<file path="config.mk">
export PLATFORM = sky130hd
export DESIGN_NAME = radio_frame_header_parser_core
export DESIGN_NICKNAME = d
export VERILOG_FILES = /design/src/rtl/rfhp_pkg.sv /design/src/rtl/rfhp_cfg_regs.sv /design/src/rtl/rfhp_in_stage.sv /design/src/rtl/rfhp_parser.sv /design/src/rtl/radio_frame_header_parser_core.sv
export SDC_FILE = /design/constraint.sdc
export NUM_CORES = 1
export LEC_CHECK = 0
export BUFFER_PORTS_ARGS = -buffer_cell sky130_fd_sc_hd__clkbuf_2
export CORE_MARGIN = 5
export CORE_UTILIZATION = 58
export CTS_BUF_LIST = sky130_fd_sc_hd__clkbuf_8
export DETAILED_ROUTE_END_ITERATION = 12
export GPL_TIMING_DRIVEN = 0
export PLACE_DENSITY_LB_ADDON = 0.3
export RECOVER_POWER = 50
export SYNTH_ARGS = -nofsm -noshare
export SYNTH_HDL_FRONTEND = slang
export SYNTH_SLANG_ARGS = --single-unit
</file>
<file path="constraint.sdc">
create_clock -name i_clk -period 11.7 [get_ports i_clk]
set_input_delay 1.17 -clock i_clk [delete_from_list [all_inputs] [get_ports i_clk]]
set_output_delay 1.17 -clock i_clk [all_outputs]
set_load 0.03 [all_outputs]
</file>
<file path="src/rtl/rfhp_pkg.sv">
// rfhp_pkg: shared types and constants for the radio frame header parser
// no dependencies; used by every module of the block
`default_nettype none
package rfhp_pkg;

    localparam int ADDRESS_BYTES = 5;
    localparam int ADDR_W        = 40;
    localparam int ADDR_CNT_W    = (ADDRESS_BYTES > 1) ? $clog2(ADDRESS_BYTES) : 1;
    localparam int CFG_DATA_W    = 32;
    localparam int CFG_ADDR_W    = 4;
    localparam int BIT_SEL_W     = 3;

    localparam logic [1:0] REG_EXTRA_BIT = 2'd0;
    localparam logic [1:0] REG_FIRST_BIT = 2'd1;
    localparam logic [1:0] REG_LAST_BIT  = 2'd2;
    localparam logic [1:0] REG_REPLY_BIT = 2'd3;

    localparam logic [BIT_SEL_W-1:0] RST_EXTRA_BIT = 3'd0;
    localparam logic [BIT_SEL_W-1:0] RST_FIRST_BIT = 3'd1;
    localparam logic [BIT_SEL_W-1:0] RST_LAST_BIT  = 3'd2;
    localparam logic [BIT_SEL_W-1:0] RST_REPLY_BIT = 3'd3;

    localparam logic STATUS_OK    = 1'b0;
    localparam logic STATUS_TRUNC = 1'b1;

    typedef enum logic [2:0] {
        PH_FLAGS  = 3'd0,
        PH_EXTRA  = 3'd1,
        PH_SEQID  = 3'd2,
        PH_SEQNUM = 3'd3,
        PH_REPLY  = 3'd4,
        PH_SRC    = 3'd5,
        PH_DST    = 3'd6,
        PH_DONE   = 3'd7
    } t_phase;

    typedef struct packed {
        logic [BIT_SEL_W-1:0] extra_flags_bit;
        logic [BIT_SEL_W-1:0] first_frame_bit;
        logic [BIT_SEL_W-1:0] last_frame_bit;
        logic [BIT_SEL_W-1:0] reply_bit;
    } t_cfg;

    typedef struct packed {
        logic [7:0] in_byte;
        logic       end_of_buffer;
    } t_in_item;

    typedef struct packed {
        logic [7:0]        frame_flags;
        logic [7:0]        extra_flags;
        logic [7:0]        seq_id;
        logic [7:0]        seq_number;
        logic [7:0]        reply_to_id;
        logic [ADDR_W-1:0] source_address;
        logic [ADDR_W-1:0] dest_address;
        logic [3:0]        header_length;
        logic              status;
    } t_out_item;

endpackage
`default_nettype wire

</file>
<file path="src/rtl/rfhp_cfg_regs.sv">
// rfhp_cfg_regs: apb register file holding the flag bit positions
// depends on rfhp_pkg
`default_nettype none
module rfhp_cfg_regs (
    input  wire logic                              i_clk,
    input  wire logic                              i_rst_n,
    input  wire logic                              psel,
    input  wire logic                              penable,
    input  wire logic                              pwrite,
    input  wire logic [rfhp_pkg::CFG_ADDR_W-1:0]   paddr,
    input  wire logic [rfhp_pkg::CFG_DATA_W-1:0]   pwdata,
    output logic      [rfhp_pkg::CFG_DATA_W-1:0]   prdata,
    output logic                                   pready,
    output rfhp_pkg::t_cfg                         o_cfg
);

    rfhp_pkg::t_cfg             r_cfg;
    rfhp_pkg::t_cfg             n_cfg;
    logic                       wr_en;
    logic [1:0]                 reg_idx;
    logic [rfhp_pkg::BIT_SEL_W-1:0] wr_val;
    logic [rfhp_pkg::BIT_SEL_W-1:0] rd_val;

    assign pready  = 1'b1;
    assign wr_en   = psel & penable & pwrite;
    assign reg_idx = paddr[3:2];
    assign wr_val  = pwdata[rfhp_pkg::BIT_SEL_W-1:0];

    always_comb begin
        n_cfg = r_cfg;
        if (wr_en) begin
            case (reg_idx)
                rfhp_pkg::REG_EXTRA_BIT: n_cfg.extra_flags_bit = wr_val;
                rfhp_pkg::REG_FIRST_BIT: n_cfg.first_frame_bit = wr_val;
                rfhp_pkg::REG_LAST_BIT:  n_cfg.last_frame_bit  = wr_val;
                rfhp_pkg::REG_REPLY_BIT: n_cfg.reply_bit       = wr_val;
                default:                 n_cfg = r_cfg;
            endcase
        end
    end

    always_comb begin
        case (reg_idx)
            rfhp_pkg::REG_EXTRA_BIT: rd_val = r_cfg.extra_flags_bit;
            rfhp_pkg::REG_FIRST_BIT: rd_val = r_cfg.first_frame_bit;
            rfhp_pkg::REG_LAST_BIT:  rd_val = r_cfg.last_frame_bit;
            rfhp_pkg::REG_REPLY_BIT: rd_val = r_cfg.reply_bit;
            default:                 rd_val = '0;
        endcase
    end

    assign prdata = {{(rfhp_pkg::CFG_DATA_W - rfhp_pkg::BIT_SEL_W){1'b0}}, rd_val};

    always_ff @(posedge i_clk) begin
        if (!i_rst_n) begin
            r_cfg.extra_flags_bit <= rfhp_pkg::RST_EXTRA_BIT;
            r_cfg.first_frame_bit <= rfhp_pkg::RST_FIRST_BIT;
            r_cfg.last_frame_bit  <= rfhp_pkg::RST_LAST_BIT;
            r_cfg.reply_bit       <= rfhp_pkg::RST_REPLY_BIT;
        end else begin
            r_cfg <= n_cfg;
        end
    end

    assign o_cfg = r_cfg;

endmodule
`default_nettype wire

</file>
<file path="src/rtl/rfhp_in_stage.sv">
// rfhp_in_stage: input register between the byte source and the parser
// depends on rfhp_pkg
`default_nettype none
module rfhp_in_stage (
    input  wire logic               i_clk,
    input  wire logic               i_rst_n,
    input  wire logic               i_in_valid,
    output logic                    o_in_ready,
    input  wire rfhp_pkg::t_in_item i_in,
    output logic                    o_valid,
    input  wire logic               i_advance,
    output rfhp_pkg::t_in_item      o_item
);

    logic               r_valid;
    logic               n_valid;
    rfhp_pkg::t_in_item r_item;
    logic               load;

    assign o_in_ready = ~r_valid | i_advance;
    assign load       = i_in_valid & o_in_ready;

    always_comb begin
        n_valid = r_valid;
        if (load) begin
            n_valid = 1'b1;
        end else if (i_advance) begin
            n_valid = 1'b0;
        end
    end

    always_ff @(posedge i_clk) begin
        if (!i_rst_n) begin
            r_valid <= 1'b0;
        end else begin
            r_valid <= n_valid;
        end
    end

    always_ff @(posedge i_clk) begin
        if (load) begin
            r_item <= i_in;
        end
    end

    assign o_valid = r_valid;
    assign o_item  = r_item;

endmodule
`default_nettype wire

</file>
<file path="src/rtl/rfhp_parser.sv">
// rfhp_parser: header field capture state and the result register
// depends on rfhp_pkg
`default_nettype none
module rfhp_parser (
    input  wire logic               i_clk,
    input  wire logic               i_rst_n,
    input  wire rfhp_pkg::t_cfg     i_cfg,
    input  wire logic               i_valid,
    input  wire rfhp_pkg::t_in_item i_item,
    output logic                    o_advance,
    output logic                    o_out_valid,
    input  wire logic               i_out_ready,
    output rfhp_pkg::t_out_item     o_out
);

    rfhp_pkg::t_phase           r_phase, n_phase;
    logic                       r_skip, n_skip;
    logic                       r_seq, n_seq;
    logic [7:0]                 r_flags, n_flags;
    logic [7:0]                 r_extra, n_extra;
    logic [7:0]                 r_seq_id, n_seq_id;
    logic [7:0]                 r_seq_num, n_seq_num;
    logic [7:0]                 r_reply, n_reply;
    logic [rfhp_pkg::ADDR_W-1:0] r_src, n_src;
    logic [rfhp_pkg::ADDR_W-1:0] r_dst, n_dst;
    logic [rfhp_pkg::ADDR_CNT_W-1:0] r_addr_cnt, n_addr_cnt;
    logic [3:0]                 r_count, n_count;
    logic                       r_out_valid, n_out_valid;
    rfhp_pkg::t_out_item        r_out, n_out;
    rfhp_pkg::t_phase           nxt;
    logic                       fire;
    logic                       res_en;
    logic [7:0]                 b;
    logic                       eob;
    logic                       last_addr;

    assign o_advance = ~r_out_valid | i_out_ready;
    assign fire      = i_valid & o_advance;
    assign b         = i_item.in_byte;
    assign eob       = i_item.end_of_buffer;
    assign last_addr = (r_addr_cnt == rfhp_pkg::ADDR_CNT_W'(rfhp_pkg::ADDRESS_BYTES - 1));

    always_comb begin
        n_phase    = r_phase;
        n_skip     = r_skip;
        n_seq      = r_seq;
        n_flags    = r_flags;
        n_extra    = r_extra;
        n_seq_id   = r_seq_id;
        n_seq_num  = r_seq_num;
        n_reply    = r_reply;
        n_src      = r_src;
        n_dst      = r_dst;
        n_addr_cnt = r_addr_cnt;
        n_count    = r_count;
        nxt        = rfhp_pkg::PH_DONE;
        res_en     = 1'b0;
        n_out      = r_out;

        if (fire && r_skip) begin
            if (eob) begin
                n_skip  = 1'b0;
                n_phase = rfhp_pkg::PH_FLAGS;
            end
        end else if (fire) begin
            case (r_phase)
                rfhp_pkg::PH_FLAGS: begin
                    n_flags    = b;
                    n_extra    = '0;
                    n_seq_id   = '0;
                    n_seq_num  = '0;
                    n_reply    = '0;
                    n_src      = '0;
                    n_dst      = '0;
                    n_addr_cnt = '0;
                    n_count    = '0;
                    n_seq      = ~(b[i_cfg.first_frame_bit] & b[i_cfg.last_frame_bit]);
                    nxt        = rfhp_pkg::PH_EXTRA;
                end
                rfhp_pkg::PH_EXTRA: begin
                    n_extra = b;
                    nxt     = rfhp_pkg::PH_SEQID;
                end
                rfhp_pkg::PH_SEQID: begin
                    n_seq_id = b;
                    nxt      = rfhp_pkg::PH_SEQNUM;
                end
                rfhp_pkg::PH_SEQNUM: begin
                    n_seq_num = b;
                    nxt       = rfhp_pkg::PH_REPLY;
                end
                rfhp_pkg::PH_REPLY: begin
                    n_reply = b;
                    nxt     = rfhp_pkg::PH_SRC;
                end
                rfhp_pkg::PH_SRC: begin
                    n_src = {r_src[rfhp_pkg::ADDR_W-9:0], b};
                    if (last_addr) begin
                        n_addr_cnt = '0;
                        nxt        = rfhp_pkg::PH_DST;
                    end else begin
                        n_addr_cnt = r_addr_cnt + 1'b1;
                        nxt        = rfhp_pkg::PH_SRC;
                    end
                end
                rfhp_pkg::PH_DST: begin
                    n_dst = {r_dst[rfhp_pkg::ADDR_W-9:0], b};
                    if (last_addr) begin
                        n_addr_cnt = '0;
                        nxt        = rfhp_pkg::PH_DONE;
                    end else begin
                        n_addr_cnt = r_addr_cnt + 1'b1;
                        nxt        = rfhp_pkg::PH_DST;
                    end
                end
                default: begin
                    nxt = rfhp_pkg::PH_DONE;
                end
            endcase
            n_count = n_count + 4'd1;

            // optional fields fall through in wire order
            if (nxt == rfhp_pkg::PH_EXTRA && !n_flags[i_cfg.extra_flags_bit]) begin
                nxt = rfhp_pkg::PH_SEQID;
            end
            if (nxt == rfhp_pkg::PH_SEQNUM && !n_seq) begin
                nxt = rfhp_pkg::PH_REPLY;
            end
            if (nxt == rfhp_pkg::PH_REPLY && !n_flags[i_cfg.reply_bit]) begin
                nxt = rfhp_pkg::PH_SRC;
            end
            if (nxt == rfhp_pkg::PH_SRC && n_seq && n_seq_num != 8'd0) begin
                nxt = rfhp_pkg::PH_DONE;
            end

            if (nxt == rfhp_pkg::PH_DONE) begin
                res_en               = 1'b1;
                n_out.frame_flags    = n_flags;
                n_out.extra_flags    = n_extra;
                n_out.seq_id         = n_seq_id;
                n_out.seq_number     = n_seq_num;
                n_out.reply_to_id    = n_reply;
                n_out.source_address = n_src;
                n_out.dest_address   = n_dst;
                n_out.header_length  = n_count;
                n_out.status         = rfhp_pkg::STATUS_OK;
                n_phase              = rfhp_pkg::PH_FLAGS;
                n_skip               = ~eob;
            end else if (eob) begin
                res_en       = 1'b1;
                n_out        = '0;
                n_out.status = rfhp_pkg::STATUS_TRUNC;
                n_phase      = rfhp_pkg::PH_FLAGS;
            end else begin
                n_phase = nxt;
            end
        end
    end

    always_comb begin
        n_out_valid = r_out_valid;
        if (res_en) begin
            n_out_valid = 1'b1;
        end else if (i_out_ready) begin
            n_out_valid = 1'b0;
        end
    end

    always_ff @(posedge i_clk) begin
        if (!i_rst_n) begin
            r_phase     <= rfhp_pkg::PH_FLAGS;
            r_skip      <= 1'b0;
            r_seq       <= 1'b0;
            r_flags     <= '0;
            r_extra     <= '0;
            r_seq_id    <= '0;
            r_seq_num   <= '0;
            r_reply     <= '0;
            r_src       <= '0;
            r_dst       <= '0;
            r_addr_cnt  <= '0;
            r_count     <= '0;
            r_out_valid <= 1'b0;
        end else begin
            r_phase     <= n_phase;
            r_skip      <= n_skip;
            r_seq       <= n_seq;
            r_flags     <= n_flags;
            r_extra     <= n_extra;
            r_seq_id    <= n_seq_id;
            r_seq_num   <= n_seq_num;
            r_reply     <= n_reply;
            r_src       <= n_src;
            r_dst       <= n_dst;
            r_addr_cnt  <= n_addr_cnt;
            r_count     <= n_count;
            r_out_valid <= n_out_valid;
        end
    end

    always_ff @(posedge i_clk) begin
        r_out <= n_out;
    end

    assign o_out_valid = r_out_valid;
    assign o_out       = r_out;

endmodule
`default_nettype wire

</file>
<file path="src/rtl/radio_frame_header_parser_core.sv">
// radio_frame_header_parser_core: top level of the radio frame header parser
// depends on rfhp_pkg, rfhp_cfg_regs, rfhp_in_stage, rfhp_parser
//
// usage
// - bytes of a received buffer enter on the input channel, one item per byte,
//   with end_of_buffer set on the last byte of the buffer
// - one result item leaves per header: either the decoded fields with their
//   header length, or a truncation status when the buffer ends early
// - payload bytes after a header make no result; parsing restarts after the
//   end-marked byte
// - throughput is one byte per cycle while the receiver takes results, set by the
//   single capture step between the input register and the result register
// - an accepted byte passes through the input register and then the result
//   register, which holds its result
// - the apb port holds the four flag bit positions; write it only while idle
// - reset returns the bit positions to their defaults and the parser to
//   expecting a flag byte; no clearing pass is needed
// - when the receiver holds ready low the result holds; one more byte waits in
//   the input register, then input ready drops
`default_nettype none
module radio_frame_header_parser_core (
    input  wire logic                              i_clk,
    input  wire logic                              i_rst_n,
    input  wire logic                              i_in_valid,
    output logic                                   o_in_ready,
    input  wire rfhp_pkg::t_in_item                i_in,
    output logic                                   o_out_valid,
    input  wire logic                              i_out_ready,
    output rfhp_pkg::t_out_item                    o_out,
    input  wire logic                              psel,
    input  wire logic                              penable,
    input  wire logic                              pwrite,
    input  wire logic [rfhp_pkg::CFG_ADDR_W-1:0]   paddr,
    input  wire logic [rfhp_pkg::CFG_DATA_W-1:0]   pwdata,
    output logic      [rfhp_pkg::CFG_DATA_W-1:0]   prdata,
    output logic                                   pready
);

    rfhp_pkg::t_cfg     cfg;
    rfhp_pkg::t_in_item stage_item;
    logic               stage_valid;
    logic               advance;

    rfhp_cfg_regs u_cfg (
        .i_clk   (i_clk),
        .i_rst_n (i_rst_n),
        .psel    (psel),
        .penable (penable),
        .pwrite  (pwrite),
        .paddr   (paddr),
        .pwdata  (pwdata),
        .prdata  (prdata),
        .pready  (pready),
        .o_cfg   (cfg)
    );

    rfhp_in_stage u_in (
        .i_clk      (i_clk),
        .i_rst_n    (i_rst_n),
        .i_in_valid (i_in_valid),
        .o_in_ready (o_in_ready),
        .i_in       (i_in),
        .o_valid    (stage_valid),
        .i_advance  (advance),
        .o_item     (stage_item)
    );

    rfhp_parser u_parse (
        .i_clk       (i_clk),
        .i_rst_n     (i_rst_n),
        .i_cfg       (cfg),
        .i_valid     (stage_valid),
        .i_item      (stage_item),
        .o_advance   (advance),
        .o_out_valid (o_out_valid),
        .i_out_ready (i_out_ready),
        .o_out       (o_out)
    );

endmodule
`default_nettype wire

</file>
==> results of run 1 <==
==> area by class of cell <==
type | count | area, sq um | area share, %
flip-flops and latches | 280 | 6950 | 50.4
multi-input cells | 764 | 4330 | 31.4
repair buffers | 151 | 663 | 4.81
plain buffers | 138 | 657 | 4.77
clock buffers | 47 | 647 | 4.70
well taps | 270 | 338 | 2.45
clock inverters | 35 | 155 | 1.13
inverters | 10 | 37.5 | 0.273
==> stage by stage <==
stage / total power [mW] / instances / worst slack [ns] / util (%)
6_report: 1.97 / 1695 / 7.46 / 68.1
5_1_grt: 2.04 / 1695 / 7.32 / 68.1
4_1_cts: 1.98 / 1695 / 8.19 / 69.1
3_5_place_dp: 1.24 / 1613 / 8.06 / 65.1
3_3_place_gp: 1.24 / 1609 / 0.393 / 64.6
2_1_floorplan: 1.19 / 1192 / 3.27 / -
==> cell families (layout without fill, tap and decap cells) <==
| group | Yosys count | count (layout) | synth area share, % |
|---|---|---|---|
| AOI/OAI and AO/OA | 291 | 291 | 16.8 |
| buffers and inverters | 148 | 381 | 6.14 |
| xor gates and xnor gates | 2 | 2 | 0.147 |
| muxes | 30 | 30 | 3.68 |
| DFF | 280 | 280 | 58.4 |
| and+or+nand+nor | 408 | 408 | 14.5 |
| adders and majority gates | 3 | 3 | 0.315 |
| other | 2 | 30 | 0.0631 |
==> worst min-delay path, cell delays in order (launching register included) <==
cell and delay (ns):
dfxtp_1 0.31, nand2_1 0.05, a21oi_1 0.05
==> layout by cell type, fill, tap and decap left out, drive strengths merged, types with 2 or more instances in the layout <==
| cell | synthesis | layout |
|---|---|---|
| a211oi | 10 | 10 |
| buf | 60 | 53 |
| a22oi | 165 | 165 |
| or2 | 2 | 2 |
| dfxtp | 146 | 146 |
| nor2 | 226 | 226 |
| a221oi | 2 | 2 |
| o21ai | 14 | 14 |
| o22ai | 2 | 2 |
| a21oi | 63 | 63 |
| and2 | 6 | 6 |
| a32o | 7 | 7 |
| ha | 3 | 3 |
| clkbuf | 78 | 283 |
| mux2i | 19 | 19 |
| nand3 | 32 | 32 |
| nand4 | 10 | 10 |
| conb | 2 | 30 |
| nand2 | 91 | 91 |
| edfxtp | 134 | 134 |
| inv | 10 | 24 |
| nor3 | 9 | 9 |
| nor2b | 23 | 23 |
| a2111oi | 2 | 2 |
| xor2 | 2 | 2 |
| a31oi | 17 | 17 |
| mux4 | 11 | 11 |
| clkinv | 0 | 20 |
| and3 | 5 | 5 |
==> power by group through the flow <==
stage | sequential, mW | clock (mW) | combinational [mW]
after CTS | 1.05 | 0.764 | 0.163
after detailed placement | 1.07 | 0 | 0.162
final | 1.05 | 0.754 | 0.162
after floorplan | 1.10 | 0 | 0.0865
after global placement | 1.08 | 0 | 0.157
after global routing | 1.06 | 0.814 | 0.172
==> registers in the layout (all words and copies together), names as in the netlist, 3 cells and up <==
| register | flops |
|---|---|
| u_parse.o_out | 125 |
| u_parse.r_dst | 40 |
| u_parse.r_src | 40 |
| u_cfg.o_cfg | 12 |
| u_in.o_item | 9 |
| u_parse.r_extra | 8 |
| u_parse.r_flags | 8 |
| u_parse.r_reply | 8 |
| u_parse.r_seq_id | 8 |
| u_parse.r_seq_num | 8 |
| u_parse.r_count | 4 |
| u_parse.r_addr_cnt | 3 |
| u_parse.r_phase | 3 |
==> layer usage <==
| layer | wire length, um | vias to the layer above | GRT usage, % |
|---|---|---|---|
| li1 | - | 4607 | - |
| met1 | 12800 | 4614 | 35.8 |
| met5 | 0 | - | 0 |
| met2 | 14000 | 548 | 39.7 |
| met3 | 3110 | 85 | 5.00 |
| met4 | 1090 | 0 | 10.6 |
==> worst max path at each step <==
stage,endpoint,depth (start not counted),start
finish,u_parse.o_out[21],10,u_parse.r_phase[2]
CTS,u_parse.o_out[19],10,u_parse.r_phase[2]
detailed placement,u_parse.o_out[70],7,i_out_ready
global route,u_parse.o_out[77],10,u_parse.r_phase[2]
floorplan,u_parse.o_out[0],4,i_out_ready
global placement,u_parse.o_out[109],5,i_out_ready
==> qor.log, run 1 <==
[clock_tree] count of clock tree sinks 280
[grt] global routing usage summed across all routing layers 25.7%
[route] ratio of routed vias to standard cells 5.81
[synthesis] Post-synth ARST share 0%
[worst_setup_path] Reg2Reg Capture Point u_parse.o_out[21]
[grt] antenna violations before repair 0
[floorplan] Std-Cell Rows 52
[timing] worst hold-check slack 0.459 ns
[route] drt initial violations 1,059
[worst_setup_path] number of cells on the worst reg-to-reg path 10
[synthesis] share of the synthesized area in the top cell type 33.8%
[worst_setup_path] worst-path cell with the longest stage delay nor3_1
[timing] total count of max-transition violations in the final report 0
[pwr] Leakage 4.47 nW
[route] detailed-routing iteration count for the pre-antenna-repair pass 6
[synthesis] leading post-synthesis cells by instance count nor2_1 (226), a22oi_1 (164), dfxtp_1 (146), edfxtp_1 (134), nand2_1 (91)
[layout] final layout net count 1,444
[grt] largest net degree at the start of global routing 35
[worst_setup_path] count of buffer and inverter cells on the critical path 4
[synthesis] Avg Cell Area, Syn 10.2 sq um
[layout] final std cell area, no fill 13,800 sq um
[timing] Worst Skew 0.0275 ns
[synthesis] cell count after synthesis 1,164
[timing] Worst-Margin Slew 0.995 ns
[pwr] Switching Power 513 uW
[worst_hold_path] Worst Hold Class flop to flop
[worst_setup_path] critical path required time 11.96 ns
[layout] fraction of layout cells with a size suffix above 1 9.82%
[clock_tree] H-tree depth 2
[clock_tree] clock slew at reported path FFs 0.07 ns
[timing] time the final worst path needs with I/O delays and setup 4.24 ns
[timing] fraction of the cycle the final worst path needs 36.2%
[place] total half-perimeter wirelength after legalization and detailed placement 21,100 um
[pwr] maximum VDD drop 0.000101 V
[pwr] sequential group share of total power 53.5%
[synthesis] Main synth FF type dfxtp_1
[pwr] power per unit of standard cell area 143 nW/um^2
[clock_tree] number of buffers on the longest clock path 3
[grt] wire length of the first global-routing pass 49,100 um
[clock_tree] post-CTS setup repair buffer count 0
[clock_tree] clock latency on the worst-skew pair 0.57 ns
[synthesis] synth warn 0
[clock_tree] CTS buffer count 44
[run] number of max-capacitance violations reported 0
[clock_tree] root buf cell clkbuf_8
[worst_setup_path] most common cell type on the critical path clkbuf_1
[route] Routed Wire Length 31,000 um
[synthesis] top area cells in the synthesized netlist edfxtp_1 (34%), dfxtp_1 (25%), a22oi_1 (10%)
[floorplan] die width 153 um
[pwr] clock share of power 38.3%
[clock_tree] clock tree from TritonCTS done
[route] Vias 9,854
[layout] number of inserted filler cells in the final layout 1,650
[synthesis] Synth area leader edfxtp_1
[timing] unrepaired setup endpoints after global routing no
[place] Placed Instance Area 13,200 sq um
[worst_setup_path] launch instance of the worst register-to-register path u_parse.r_phase[2]
[layout] diodes inserted 0
[clock_tree] total of cells resized after clock tree synthesis 0
[synthesis] number of enable-type register cells in the synthesized netlist 134
[pwr] share of power burned in combinational logic 8.2%
[timing] peak clock frequency supported by timing 0.236 GHz
[layout] synth-to-layout area growth 15.7%
[grt] overflow left after global routing 0
[clock_tree] number of buffers inserted for hold repair after clock tree synthesis 0
[synthesis] unique cell type count in the Yosys netlist 48
[run_status] result of the run complete, no violations
[floorplan] die area 23,500 sq um
[floorplan] starting density of the core 58.8%
[worst_setup_path] reg-to-reg setup timing slack 7.46 ns
[worst_setup_path] CP max FO 32
[worst_hold_path] worst hold start u_parse.r_extra[2]
[timing] setup total negative slack 0 ns
[worst_setup_path] ordered list of cells on the worst path clkbuf_1, nor3_1, mux4_2, a22oi_1, a41o_1, o21ai_0, clkbuf_1, a21oi_4, buf_16, buf_12
[worst_hold_path] Hold Path Stages 2
[worst_setup_path] critical path arrival 4.50 ns
[route] mean routed wirelength per cell 18.3 um
[route] Antenna Violating Nets Remaining 0
[worst_setup_path] Worst setup EP type flop
[floorplan] Top Ports 212
[synthesis] portion of the post-synthesis area used by sequential elements 58.4%
[floorplan] Die Y-Extent 153 um
[timing] final hold viol count 0
[synthesis] post-synthesis instance area 11,900 sq um
[worst_hold_path] end of the worst hold path u_parse.r_extra[2]
[route] post-route DRC violation count 0
[worst_setup_path] delay-heaviest family, CP compound AO/OA/AOI/OAI gates
[grt] via count of the first global-routing pass 9,398
[timing] Slew Limit Headroom 33.2%
[floorplan] core footprint 20,200 sq um
[pwr] internal power contribution 1.46 mW
[place] IO buf count 147
[timing] Final Setup Violations 0
[worst_setup_path] startpoint-to-endpoint class of the critical path flop to flop
[synthesis] most common cell in the synthesized netlist nor2_1
[worst_setup_path] slowest stage delay, CP 0.75 ns
[pwr] share of total power consumed by net switching 26.1%
[synthesis] flop and latch count out of synthesis 280
[worst_setup_path] crit start category flop
[place] routability cong. 0.942
(Power assumes the default switching activity.)
==> run 2, diff against run 1 <==
==> constraint.sdc (replaced) <==
create_clock -name i_clk -period 4.2 [get_ports i_clk]
set_input_delay 0.42 -clock i_clk [delete_from_list [all_inputs] [get_ports i_clk]]
set_output_delay 0.42 -clock i_clk [all_outputs]
set_load 0.03 [all_outputs]
==> run 2 against run 1 <==
Net effect:
- clock power grew to 2.8 times the previous value
- die area did not move
- sequential share of layout area is essentially flat
- flip-flop and latch count did not move
- setup slack worse by 7.0 ns
- via count down 0.53%
- final cell count shrank 0.18%
- critical path type unchanged
- highest routed layer unchanged
==> qor.log, run 2 (synthesis gave the netlist of run 1 again) <==
[run_status] result of the run complete, no violations
[clock_tree] number of buffers inserted for hold repair after clock tree synthesis 0 [unchanged]
[timing] final hold viol count 0 [unchanged]
[clock_tree] clock latency on the worst-skew pair 0.56 ns [about the same]
[floorplan] Top Ports 212 [unchanged]
[clock_tree] root buf cell clkbuf_8
[worst_setup_path] number of cells on the worst reg-to-reg path 10 [unchanged]
[timing] fraction of the cycle the final worst path needs 90.2% [+54 points]
[route] post-route DRC violation count 0 [unchanged]
[clock_tree] clock tree from TritonCTS done
[layout] most frequent standard cell in the layout excluding fill and tap cells nor2_1
[layout] Cell Count, Final, Fillers Out 1,692 [-0.18%]
[place] cell count after placement 1,613 [unchanged]
[worst_setup_path] launch instance of the worst register-to-register path u_in.o_item[7]
[layout] Largest register FFs 125 [unchanged]
[grt] wire length of the first global-routing pass 49,300 um [+0.42%]
[clock_tree] number of buffers on the longest clock path 3 [unchanged]
[grt] via count of the first global-routing pass 9,406 [+0.085%]
[timing] setup total negative slack 0 ns [unchanged]
[pwr] maximum VDD drop 0.000304 V [+200%]
[layout] synth-to-layout area growth 15.8% [about the same]
[layout] final layout net count 1,443 [-0.069%]
[timing] Slew Limit Headroom 35.5% [+2.4 points]
[route] Routed Wire Length 30,900 um [-0.27%]
[place] total half-perimeter wirelength after legalization and detailed placement 21,200 um [+0.49%]
[layout] most used cells in the layout excluding fill and tap cells nor2_1 (226), clkbuf_1 (217), a22oi_1 (164)
[floorplan] die area 23,500 sq um [unchanged]
[place] routability cong. 0.982 [+4.2%]
[run] number of max-capacitance violations reported 0 [unchanged]
[timing] peak clock frequency supported by timing 0.264 GHz [+12%]
[worst_hold_path] worst hold start i_in[5]
[pwr] Leakage 4.45 nW [-0.36%]
[clock_tree] post-CTS setup repair buffer count 0 [unchanged]
[place] worst slack after detailed placement 0.551 ns [-7.51 ns]
[route] mean routed wirelength per cell 18.3 um [about the same]
[grt] antenna violations before repair 0 [unchanged]
[timing] time the final worst path needs with I/O delays and setup 3.79 ns [-0.451 ns]
[floorplan] Die Y-Extent 153 um [unchanged]
[layout] diodes inserted 0 [unchanged]
[timing] Worst-Margin Slew 0.960 ns [-0.0350 ns]
[route] Vias 9,802 [-0.53%]
[timing] Final Setup Violations 0 [unchanged]
[worst_hold_path] Worst Hold Class primary input to flop
[timing] final setup slack of the worst path 0.411 ns [-7.05 ns]
[worst_setup_path] critical path arrival 4.04 ns [-0.46 ns]
[floorplan] starting density of the core 58.8% [unchanged]
[worst_setup_path] worst-path cell with the longest stage delay a21oi_4
[layout] fraction of layout cells with a size suffix above 1 9.99% [+0.16 points]
[floorplan] Std-Cell Rows 52 [unchanged]
[route] Antenna Violating Nets Remaining 0 [unchanged]
[timing] total count of max-transition violations in the final report 0 [unchanged]
[grt] largest net degree at the start of global routing 30 [-14%]
[floorplan] die width 153 um [unchanged]
[worst_setup_path] slowest stage delay, CP 0.83 ns [+0.08 ns]
[worst_setup_path] CP max FO 29 [-9.4%]
[worst_hold_path] Hold Path Stages 1 [-1]
[worst_setup_path] ordered list of cells on the worst path clkbuf_1, mux4_2, mux2i_1, nand2_1, nand2_1, o21ai_1, clkbuf_1, a21oi_4, buf_12, buf_12
[timing] unrepaired setup endpoints after global routing no
[grt] global routing usage summed across all routing layers 25.7% [+0.052 points]
[place] IO buf count 147 [unchanged]
[worst_setup_path] startpoint-to-endpoint class of the critical path flop to flop
[clock_tree] total of cells resized after clock tree synthesis 0 [unchanged]
[timing] Worst Skew 0.0235 ns [-0.00397 ns]
[worst_setup_path] critical path required time 4.45 ns [-7.51 ns]
[layout] core utilization of the finished layout 68.1% [about the same]
[clock_tree] H-tree depth 2 [unchanged]
[route] drt initial violations 1,081 [+2.1%]
[clock_tree] CTS buffer count 43 [-2.3%]
[clock_tree] count of clock tree sinks 280 [unchanged]
[route] detailed-routing iteration count for the pre-antenna-repair pass 7 [+1]
[clock_tree] clock slew at reported path FFs 0.07 ns [about the same]
[worst_setup_path] start point of the critical path u_in.o_item[7]
[layout] number of inserted filler cells in the final layout 1,639 [-0.67%]
[route] ratio of routed vias to standard cells 5.79 [-0.35%]
[pwr] power per unit of standard cell area 397 nW/um^2 [+180%]
[timing] worst hold-check slack 0.0518 ns [-0.407 ns]
[worst_setup_path] Worst setup EP type flop
[grt] overflow left after global routing 0 [unchanged]
[worst_setup_path] count of buffer and inverter cells on the critical path 4 [unchanged]
[floorplan] core footprint 20,200 sq um [unchanged]
[worst_setup_path] crit start category flop
[worst_setup_path] number of cells on the critical path 10 [unchanged]
[worst_setup_path] delay-heaviest family, CP buffers and inverters
[run 2: metal layers]
| layer | vias up | part of all wire [%] | global-route usage, % |
|---|---|---|---|
| li1 | 4612 | - | - |
| met1 | 4564 | 42 | 36.1 |
| met2 | 549 | 44 | 39.6 |
| met3 | 77 | 10 | 6.02 |
| met4 | 0 | 3.0 | 8.78 |
| met5 | - | 0 | 0 |
[run 2: area by class of cell]
class	instances	area (sq um)	area share (%)
clock inverter	32	141	1.03
timing repair buffer	151	644	4.68
inverter	10	37.5	0.272
buffer	138	688	4.99
tap	270	338	2.45
sequential	280	6950	50.4
multi-input combinational	764	4340	31.5
clock buffer	47	647	4.69
[run 2: path summary, 6_finish.rpt]
check / slack, ns / to
setup reg to reg: 0.41 / u_parse.o_out[71]
hold / removal: 0.05 / u_in.o_item[5]
hold reg to reg: 0.45 / u_parse.r_reply[0]
setup / recovery: 0.41 / u_parse.o_out[71]
[run 2: metrics by stage]
stage / cell area, sq um / power [mW]
after floorplan: 12000 / 3.31
after global placement: 13100 / 3.43
after detailed placement: 13200 / 3.44
after CTS: 14000 / 5.49
after global routing: 13800 / 5.66
final: 13800 / 5.47
[run 2: where the power goes]
part           switching (mW)  internal (mW)  total (mW)
Sequential             0.0298           2.91        2.94
Combinational           0.343          0.106       0.449
Clock                    1.05           1.04        2.09
[run 2: worst reg2reg max path: stages (launching register included)]
cell	delay (ns)
edfxtp_1	0.35
clkbuf_1	0.27
mux4_2	0.54
mux2i_1	0.29
nand2_1	0.13
nand2_1	0.17
o21ai_1	0.11
clkbuf_1	0.29
a21oi_4	0.84
buf_12	0.29
buf_12	0.22
==> run 3, diff against run 2 <==
--- a/config.mk
+++ b/config.mk
@@ -15,4 +15,5 @@
 export RECOVER_POWER = 50
 export SYNTH_ARGS = -nofsm -noshare
 export SYNTH_HDL_FRONTEND = slang
+export SYNTH_HIERARCHICAL = 1
 export SYNTH_SLANG_ARGS = --single-unit
==> run 3 against run 2 <==
Net effect:
- clock-buffer cell count fell by 3
- first-iteration DRC count increased by 13%
- worst hold slack got worse by 0.014 ns
- non-clock buffer count down 3
- utilization increased by 0.34 points
- clock skew shrank 0.010 ns
- synthesized area rose by 0.65%
- global-route usage is 0.13 points lower
- critical path type unchanged
- final cell count up 1.0%
==> qor.log, run 3 <==
[clock_tree] H-tree depth 2 [unchanged]
[clock_tree] clock latency on the worst-skew pair 0.56 ns [about the same]
[worst_setup_path] Worst setup EP type flop
[route] Vias 9,938 [+1.4%]
[pwr] share of power burned in combinational logic 8.0% [-0.2 points]
[floorplan] Std-Cell Rows 52 [unchanged]
[timing] unrepaired setup endpoints after global routing no
[pwr] clock share of power 38.2% [about the same]
[timing] Final Setup Violations 0 [unchanged]
[layout] fraction of layout cells with a size suffix above 1 10.1% [+0.16 points]
[layout] most frequent standard cell in the layout excluding fill and tap cells nor2_1
[synthesis] share of the synthesized area in compound gates (AO/OA/AOI/OAI) 16.8% [-0.046 points]
[pwr] Switching Power 1.38 mW [-2.8%]
[timing] total count of max-transition violations in the final report 0 [unchanged]
[layout] number of inserted filler cells in the final layout 1,679 [+2.4%]
[grt] global routing usage summed across all routing layers 25.6% [-0.13 points]
[synthesis] top area cells in the synthesized netlist edfxtp_1 (34%), dfxtp_1 (24%), a22oi_1 (11%)
[pwr] maximum VDD drop 0.000250 V [-18%]
[place] routability cong. 0.934 [-4.8%]
[timing] time the final worst path needs with I/O delays and setup 3.88 ns [+0.0888 ns]
[route] detailed-routing iteration count for the pre-antenna-repair pass 6 [-1]
[route] post-route DRC violation count 0 [unchanged]
[place] Placed Instance Area 13,300 sq um [+0.89%]
[synthesis] cell count after synthesis 1,179 [+1.3%]
[route] mean routed wirelength per cell 18.2 um [-0.57%]
[layout] diodes inserted 0 [unchanged]
[worst_setup_path] worst-path cell with the longest stage delay a21oi_4
[pwr] internal power contribution 4.04 mW [-0.14%]
[worst_setup_path] critical path arrival 4.12 ns [+0.08 ns]
[synthesis] xor and xnor fraction of the mapped netlist area 0.146% [-0.00095 points]
[worst_setup_path] CP max FO 31 [+6.9%]
[synthesis] portion of the post-synthesis area used by sequential elements 58.0% [-0.38 points]
[worst_hold_path] Worst Hold Class primary input to flop
[timing] Worst-Margin Slew 1.04 ns [+0.0840 ns]
[floorplan] die area 23,600 sq um [+0.61%]
[timing] setup total negative slack 0 ns [unchanged]
[place] total half-perimeter wirelength after legalization and detailed placement 20,900 um [-1.5%]
[floorplan] die width 154 um [+0.31%]
[clock_tree] post-CTS setup repair buffer count 0 [unchanged]
[layout] Largest register FFs 125 [unchanged]
[grt] largest net degree at the start of global routing 33 [+10%]
[layout] synth-to-layout area growth 16.0%
[timing] final hold viol count 0 [unchanged]
[timing] fraction of the cycle the final worst path needs 92.3% [+2.1 points]
[synthesis] post-synthesis instance area 12,000 sq um [+0.65%]
[grt] overflow left after global routing 0 [unchanged]
[layout] most used cells in the layout excluding fill and tap cells nor2_1 (239), clkbuf_1 (215), a22oi_1 (180)
[worst_setup_path] startpoint-to-endpoint class of the critical path flop to flop
[grt] wire length of the first global-routing pass 50,000 um [+1.3%]
[clock_tree] CTS buffer count 42 [-2.3%]
[run_status] result of the run complete, no violations
[place] IO buf count 149 [+1.4%]
[clock_tree] clock slew at reported path FFs 0.06 ns [about the same]
[route] Antenna Violating Nets Remaining 0 [unchanged]
[route] ratio of routed vias to standard cells 5.82 [+0.38%]
[clock_tree] number of buffers on the longest clock path 3 [unchanged]
[pwr] sequential group share of total power 53.8% [+0.2 points]
[synthesis] unique cell type count in the Yosys netlist 49 [+2.1%]
[grt] antenna violations before repair 0 [unchanged]
[floorplan] Die Y-Extent 154 um [+0.31%]
[timing] Slew Limit Headroom 29.9% [-5.6 points]
[synthesis] most common cell in the synthesized netlist nor2_1
[synthesis] flop and latch count out of synthesis 280 [unchanged]
[clock_tree] total of cells resized after clock tree synthesis 0 [unchanged]
[synthesis] Synth area leader edfxtp_1
[synthesis] multiplexer fraction of the synthesized cell area 3.89% [+0.21 points]
[worst_setup_path] slowest stage delay, CP 0.46 ns [-0.37 ns]
[synthesis] dominant combinational cell family by area after synthesis compound AO/OA/AOI/OAI gates
[clock_tree] root buf cell clkbuf_8
[clock_tree] count of clock tree sinks 280 [unchanged]
[clock_tree] clock tree from TritonCTS done
[synthesis] area share of and/or/nand/nor cells after synthesis 15.0% [+0.54 points]
[layout] core utilization of the finished layout 68.5% [+0.34 points]
[layout] final layout net count 1,460 [+1.2%]
[synthesis] Main synth FF type dfxtp_1
[run] number of max-capacitance violations reported 0 [unchanged]
[synthesis] share of the synthesized area in the top cell type 33.6% [-0.22 points]
[route] Routed Wire Length 31,100 um [+0.43%]
[floorplan] Top Ports 212 [unchanged]
[timing] Worst Skew 0.0130 ns [-0.0105 ns]
[worst_setup_path] ordered list of cells on the worst path buf_6, nor3_4, buf_2, mux4_2, a22oi_1, nand4_1, a21oi_1, o22ai_2, buf_6, a21oi_4, buf_16, buf_16, buf_12
[layout] final std cell area, no fill 13,900 sq um [+0.83%]
[floorplan] starting density of the core 59.0% [+0.19 points]
[synthesis] Avg Cell Area, Syn 10.2 sq um [-0.63%]
[synthesis] adder and majority gate portion of the synthesized area 0.313% [-0.0020 points]
[synthesis] number of enable-type register cells in the synthesized netlist 134 [unchanged]
[worst_setup_path] crit start category flop
[clock_tree] number of buffers inserted for hold repair after clock tree synthesis 0 [unchanged]
[pwr] power per unit of standard cell area 391 nW/um^2 [-1.6%]
[synthesis] Post-synth ARST share 0% [unchanged]
[pwr] share of total power consumed by net switching 25.5% [-0.51 points]
[pwr] Leakage 4.64 nW [+4.2%]
[route] drt initial violations 1,224 [+13%]
[grt] via count of the first global-routing pass 9,760 [+3.8%]
[floorplan] core footprint 20,300 sq um [+0.32%]
[synthesis] synth warn 6 [+6]
[pwr] total power 5.43 mW [-0.82%]
[synthesis] leading post-synthesis cells by instance count nor2_1 (239), a22oi_1 (180), dfxtp_1 (146), edfxtp_1 (134), nand2_1 (90)
[timing] peak clock frequency supported by timing 0.258 GHz [-2.3%]
[worst_setup_path] critical path required time 4.44 ns [about the same]
==> run 3: final timing paths <==
path / from / end / slack, ns / depth (start not counted)
setup / recovery: u_parse/r_phase[2] / u_parse/o_out[24] / 0.32 / 13
hold / removal: i_in[6] / u_in/o_item[6] / 0.04 / 1
setup reg to reg: u_parse/r_phase[2] / u_parse/o_out[24] / 0.32 / 13
hold reg to reg: u_parse/r_seq_id[6] / u_parse/r_seq_id[6] / 0.45 / 2
==> run 3: area by class of cell <==
cell class              count  area, sq um  share of cell area [%]
plain buffers             133          648                    4.66
multi-input cells         779         4450                    32.0
repair buffers            153          677                    4.87
clock buffers              44          606                    4.36
clock inverters            34          176                    1.27
well taps                 270          338                    2.43
flip-flops and latches    280         6950                    50.0
inverters                  16         60.1                   0.432
==> run 3: stage by stage <==
| step | instances | hold WS, ns | setup slack, ns |
|---|---|---|---|
| 2_1_floorplan | 1207 | 0.432 | -0.449 |
| 3_3_place_gp | 1626 | 0.438 | -1.47 |
| 3_5_place_dp | 1630 | 0.445 | 0.182 |
| 4_1_cts | 1708 | 0.0188 | 0.145 |
| 5_1_grt | 1709 | 0.0199 | 0.0908 |
| 6_report | 1709 | 0.0378 | 0.322 |
==> run 3: worst max-delay path, delay by kind of cell (launching register included) <==
kind,cells,cell delay [ns]
muxes,1,0.34
AOI/OAI and AO/OA,4,1.07
DFF,1,0.32
and+or+nand+nor,2,0.47
buffers and inverters,6,1.33
==> run 3: metal layers <==
| metal | part of all wire [%] | GRT usage [%] | wire (um) |
|---|---|---|---|
| met1 | 41 | 35.3 | 12600 |
| met4 | 3.2 | 9.42 | 1010 |
| met2 | 46 | 40.6 | 14300 |
| met5 | 0 | 0 | 0 |
| met3 | 10 | 4.86 | 3150 |
==> run 3: power by group through the flow <==
stage / clock [mW] / sequential [mW] / combinational (mW)
3_5_place_dp: 0 / 2.98 / 0.430
2_1_floorplan: 0 / 3.03 / 0.253
5_1_grt: 2.24 / 2.92 / 0.462
6_report: 2.08 / 2.92 / 0.433
3_3_place_gp: 0 / 2.98 / 0.416
4_1_cts: 2.11 / 2.92 / 0.431
==> run 3: kinds of logic (layout without fill, tap and decap cells) <==
| group | Yosys count | in the layout |
|---|---|---|
| buffers and inverters | 149 | 380 |
| AOI/OAI and AO/OA | 295 | 296 |
| muxes | 29 | 29 |
| and+or+nand+nor | 419 | 419 |
| adders and majority gates | 3 | 3 |
| xor gates and xnor gates | 2 | 2 |
| DFF | 280 | 280 |
| other | 2 | 30 |
